$ cat config.mk
export PLATFORM = sky130hd
export DESIGN_NAME = cpal_front
export DESIGN_NICKNAME = d
export VERILOG_FILES = /design/src/cpal_pkg.sv /design/src/cpal_front.sv
export SDC_FILE = /design/constraint.sdc
export NUM_CORES = 1
export LEC_CHECK = 0
export BUFFER_PORTS_ARGS = -buffer_cell sky130_fd_sc_hd__buf_2
export CORE_MARGIN = 2
export CORE_UTILIZATION = 45
export CTS_CLUSTER_DIAMETER = 200
export DETAILED_ROUTE_END_ITERATION = 6
export PLACE_DENSITY = 0.7
export SETUP_SLACK_MARGIN = 0.05
export SLEW_MARGIN = 20
export SYNTH_ARGS = -nofsm -noshare
export SYNTH_HDL_FRONTEND = slang
export SYNTH_SLANG_ARGS = --single-unit
$ cat constraint.sdc
create_clock -name clk -period 3.6 [get_ports clk]
set_input_delay 0.18 -clock clk [delete_from_list [all_inputs] [get_ports clk]]
set_output_delay 0.18 -clock clk [all_outputs]
set_load 0.005 [all_outputs]
$ cat src/cpal_pkg.sv
// cpal_pkg: shared types and sizes for the palette builder
// depends on nothing
package cpal_pkg;

  localparam int PALETTE_SIZE = 1024;
  localparam int SAMPLE_BITS  = 16;
  localparam int LOOKUP_SIZE  = 2 * PALETTE_SIZE;
  localparam int IDX_W        = $clog2(PALETTE_SIZE);
  localparam int CNT_W        = $clog2(PALETTE_SIZE + 1);
  localparam int POS_W        = $clog2(LOOKUP_SIZE);
  localparam int COLOR_W      = 48;
  localparam int QDEPTH       = 2;

  localparam logic REQ_LOOKUP = 1'b0;
  localparam logic REQ_READ   = 1'b1;

  typedef struct packed {
    logic                 req_type;
    logic [COLOR_W-1:0]   color;
    logic [9:0]           read_index;
  } cpal_req_t;

  typedef enum logic [2:0] {
    ST_IDLE,
    ST_HASH,
    ST_PROBE,
    ST_CHECK,
    ST_READ,
    ST_OUT,
    ST_CLEAR
  } cpal_state_t;

endpackage

$ cat src/cpal_front.sv
// cpal_front: accepts requests, packs samples and queues them for the engine
// depends on cpal_pkg
module cpal_front import cpal_pkg::*; (
  input  logic            clk,
  input  logic            rst_n,
  input  logic            in_valid,
  output logic            in_ready,
  input  logic            in_req_type,
  input  logic [15:0]     in_red,
  input  logic [15:0]     in_green,
  input  logic [15:0]     in_blue,
  input  logic [9:0]      in_read_index,
  output logic            q_valid,
  input  logic            q_ready,
  output cpal_req_t       q_req
);

  cpal_req_t            mem_r [QDEPTH];
  logic [0:0]           wp_r, rp_r;
  logic [1:0]           cnt_r;
  logic                 push, pop;
  cpal_req_t            req_in;
  logic [SAMPLE_BITS-1:0] r_m, g_m, b_m;

  // samples taken at their full SAMPLE_BITS width
  assign r_m = in_red[SAMPLE_BITS-1:0];
  assign g_m = in_green[SAMPLE_BITS-1:0];
  assign b_m = in_blue[SAMPLE_BITS-1:0];
  always_comb begin
    req_in.req_type   = in_req_type;
    req_in.color      = {16'(r_m), 16'(g_m), 16'(b_m)};
    req_in.read_index = in_read_index;
  end

  assign in_ready = (cnt_r != 2'(QDEPTH));
  assign q_valid  = (cnt_r != 2'd0);
  assign q_req    = mem_r[rp_r];
  assign push     = in_valid && in_ready;
  assign pop      = q_valid && q_ready;

  // request queue storage
  always_ff @(posedge clk) begin
    if (push) begin
      mem_r[wp_r] <= req_in;
    end
  end

  // queue pointers
  always_ff @(posedge clk) begin
    if (!rst_n) begin
      wp_r  <= '0;
      rp_r  <= '0;
      cnt_r <= '0;
    end else begin
      if (push) wp_r <= wp_r + 1'b1;
      if (pop)  rp_r <= rp_r + 1'b1;
      cnt_r <= cnt_r + 2'(push) - 2'(pop);
    end
  end

`ifndef ASSERT_OFF
  a_no_overflow: assert property (@(posedge clk) disable iff (!rst_n)
    cnt_r <= 2'(QDEPTH)) else $error("queue overflow");
  a_pop_nonempty: assert property (@(posedge clk) disable iff (!rst_n)
    pop |-> cnt_r != 2'd0) else $error("pop from empty queue");
  a_count: assert property (@(posedge clk) disable iff (!rst_n)
    push && !pop && $past(rst_n) |=> cnt_r == $past(cnt_r) + 2'd1)
    else $error("count not advanced");
`endif

endmodule

Word level (Yosys, flattened, before mapping)
Memory sizes are Yosys's and may differ from the RTL's. A register that Yosys moved wholly into a read port is not among the register bits.
Cells that the tools add are included.
{"block": "word_totals", "input_bits": 63, "ram_bits": 118, "wordCells": 16, "out_inout_bits": 61, "mem_count": 1, "reg_bits": 4}
{"name": "mem_r", "depth": 2, "width": 59, "rd": 1, "rd_clocked_by_memory_dff": 1, "write_ports": 1, "line_no": "cpal_front.sv:18", "source": "cpal_req_t mem_r [QDEPTH];"}
{"block": "classes", "mux": 4, "reduce_logical": 3, "eq_ne": 1, "n_addsub": 4}
{"op": "two-way mux 1 bit", "n": 4}
{"op": "adder 1 bit (second input constant)", "n": 2}
{"op": "adder 2 x 1 -> 2 bit", "n": 1}
{"op": "logical AND 1 bit", "n": 2}
{"op": "!= test 2 bit (second input constant)", "n": 1}
{"op": "nonzero test 2 bit", "n": 1}
{"op": "subtractor 2 x 1 -> 2 bit", "n": 1}

Longest topological paths before layout
{"block": "logic_depth", "ltp_word": 4, "ltp_mapped": 6, "mapped_depth_nobuf": 6}

Worst setup path after synthesis
No wires, ideal clock.
{"block": "synth_timing", "path_type": "reg2reg", "start": "register cnt_r[0]", "end": "memory mem_r[1][0] in the netlist's numbering, enable pin", "path_buffers": 0, "arrival_time_ps": 2022, "setup_time_ps": 423, "t_required_ps": 3177, "stages_incl_launch_ff": 3, "synth_period_minus_slack_ps": 2445, "path_slack_ps": 1155, "cell_sequence": "dfxtp_1 > nand2b_4 > and3_1"}
{"block": "synth_between", "elab_chain_cells": 4}
{"element": "from (decl)", "line_no": "cpal_front.sv:20", "source": "logic [1:0] cnt_r;"}
{"element": "from (signal assigned)", "line_no": "cpal_front.sv:57", "source": "cnt_r <= cnt_r + 2'(push) - 2'(pop);"}
{"element": "!= test 2 bit", "line_no": "cpal_front.sv:35", "source": "assign in_ready = (cnt_r != 2'(QDEPTH));"}
{"element": "net in_ready", "line_no": "cpal_front.sv:7", "source": "output logic in_ready,"}
{"element": "logical AND 1 bit", "line_no": "cpal_front.sv:38", "source": "assign push = in_valid && in_ready;"}
{"element": "two-way mux 1 bit", "line_no": "cpal_front.sv:43", "source": "if (push) begin"}
{"element": "two-way mux 1 bit (not written as such)", "line_no": "cpal_front.sv:44", "source": "mem_r[wp_r] <= req_in;"}
{"element": "to (decl)", "line_no": "cpal_front.sv:18"}
The timed path passes the listed nets, and every way through them passes these cells.

==> reports/metrics.cfg <==
[finish]
drive_above_1_share_pct = 52.5
diodes = 0
fin_cells = 560
syn_to_final_growth_pct = 42.4
fin_nets = 478

[die]
core_area_sq_um = 9820
die_h_um = 105
die_area_sq_um = 11000
ios = 124
die_w_um = 105
initial_utilization_pct = 46.6
rows = 36

[flow_run]
cap_violations = 0

[clock_tree]
cts_setup_buffers = 0
clock-root-buffer = clkbuf_8
htreeDepth = 4
clk_latency_ns = 0.51
clockBufferDepth = 2
cts_tree = done
clk_pin_slew_worst_paths_ns = 0.05
clock_sinks = 123
numCtsBuffers = 17

[route]
first_pass_iters = 4
drtIter0Drc = 121
drcViolationCount = 0
wl_per_cell_um = 15.3
drt_wl_total_um = 8540
vias_per_cell = 4.72
route.vias.total = 2642
antenna_left = 0

[timing]
fin_ws_ns = 1.10
drv_slew = 0
tns_ns = 0
rsz0062_at_grt = no
tightest_slew_ns = 0.830
hold_viol = 0
max_slew_margin_pct = 44.7
fin_crit_sh_pct = 69.4
setup_viol = 0
fin_crit_ns = 2.50
max_freq_mhz = 400
skew_ns = 0.00930

[critical_path]
critPathMaxFanout = 31
worst_r2r_path_depth = 3
r2r-start = cnt_r[0]$_SDFF_PN0_
r2r_slack_ns = 1.64
critPathCaptureType = output port
critPathRequiredTime_ns = 3.42
startpoint_type = flop
r2r_end = mem_r[1][51]$_DFFE_PP_
critPathKind = reg -> out
cp-endpoint = q_req[51]
cp_data_arrival_time_ns = 2.32

[global_route]
first_global_vias = 2835
antenna_found_initial = 0
grt_max_degree = 32
grt_usage_pct = 16.7
grt.overflow.total = 0
grt_pass1_wl_um = 13800

[placement]
dp.cells = 468
routabilityCongestion = 0.676
post-place-ws_ns = 1.58
port_buffers = 123
place_hpwl_um = 5190

[yosys]
synth_edf_count = 118
avgSynthCellArea_sq_um = 21.5
yosysUniqueCellTypes = 26
yosys-top-cells-area = edfxtp_1 77%, mux2_2 12%, mux2_4 3.3%
synth_nets = 277
synth.most_common_cell = edfxtp_1
syn-instance-count = 213
synth-seq-cells = 123
synth_common_cells = 118 x edfxtp_1, 49 x mux2_2, 10 x mux2_4
ys_seq_area_share_pct = 79.7
synth_area_sq_um = 4570
synthDominantCellAreaShare_pct = 77.5
synth-main-ff-cell = edfxtp_1
synth_top_area_cell = edfxtp_1
yosysWarnings = 0
synthArstFlopShare_pct = 0

[power]
ir_drop_mv = 0.314
leakagePower_nw = 2.52
power_density_nw_per_um2 = 634

[worst_hold_path]
min_path_type = in -> reg

[status]
outcome = complete, no violations

==> how the worst min path moves through the flow <==
| stage | from | end | slack (ns) | depth (start not counted) |
|---|---|---|---|---|
| final | q_ready | cnt_r[1]$_SDFF_PN0_ | 0.07 | 3 |
| after global routing | in_valid | wp_r$_SDFFE_PN0P_ | 0.07 | 3 |
| after CTS | q_ready | cnt_r[1]$_SDFF_PN0_ | 0.05 | 3 |
| after detailed placement | in_green[7] | mem_r[1][33]$_DFFE_PP_ | 0.37 | 1 |
| after global placement | in_blue[5] | mem_r[0][15]$_DFFE_PP_ | 0.37 | 1 |
| after floorplan | in_read_index[0] | mem_r[0][0]$_DFFE_PP_ | 0.28 | 0 |
==> layout by cell type (no fill, tap or decap), types with 2 or more instances in the layout <==
cell type        n
buf_2          123
edfxtp_1       118
clkinv_2         6
mux2_4          10
a21bo_2          2
clkbuf_16       16
o21ai_0          2
clkbuf_1         3
mux2_2          49
dfxtp_1          4
nor2_1           2
clkbuf_8         4
bufinv_16        2
and2_1           3
buf_4            6
dlygate4sd3_1   60
==> metal layers <==
metal  track usage, %  up-vias  share of wire [%]
li1                 -     1248                  -
met1             18.4     1300                 41
met3             6.24       11                5.6
met4             7.14        0                1.4
met2             28.9       83                 52
met5                0        -                  0
==> final cells by class <==
cell class | count | area [sq um]
well taps | 133 | 166
inverters | 1 | 3.75
fillers | 708 | 3310
flip-flops and latches | 123 | 3640
repair buffers | 189 | 1260
clock buffers | 23 | 467
multi-input cells | 82 | 870
clock inverters | 9 | 97.6
==> stage by stage <==
step           area (sq um)  utilization (%)  power, W  hold slack (ns)
2_1_floorplan          4570                -   0.00226            0.279
5_1_grt                6510             66.3   0.00431           0.0710
3_5_place_dp           5350             54.4   0.00253            0.371
4_1_cts                6510             66.3   0.00417           0.0512
3_3_place_gp           5350             54.4   0.00252            0.368
6_report               6510             66.3   0.00412           0.0736
==> sequential cells by signal (all words and copies together), names as in the netlist, named ones only <==
signal and cells:
mem_r 118, cnt_r 2, rp_r 1, wp_r 1
==> kinds of logic (layout without fill, tap and decap cells) <==
logic type | count (synthesis) | after routing | synth area share (%)
AO/OA/AOI/OAI | 7 | 7 | 1.18
XOR/XNOR | 1 | 1 | 0.192
adder cells (fa/ha/maj) | 1 | 1 | 0.274
buffers and inverters | 8 | 222 | 1.34
flip-flops | 123 | 123 | 79.7
multiplexers | 60 | 60 | 15.6
AND/OR/NAND/NOR | 13 | 13 | 1.78
==> critical path: stages, from the launching register on <==
cell and delay, ns:
dfxtp_2 0.86, buf_4 0.41, mux2_2 0.38, buf_2 0.13
==> report_power, final <==
| part | switching (W) | leakage [nW] | internal, W |
|---|---|---|---|
| Combinational | 0.000295 | 1.09 | 0.000421 |
| Sequential | 0.0000849 | 1.15 | 0.00174 |
| Clock | 0.000550 | 0.281 | 0.00103 |
| Total | 0.000931 | 2.52 | 0.00319 |
==> repair_timing <==
item | in CTS | in global routing
endpoints found under the hold margin | 123 | 0
hold buffers | 60 | 0
resized for setup | 0 | 0
(Power assumes the default switching activity.)
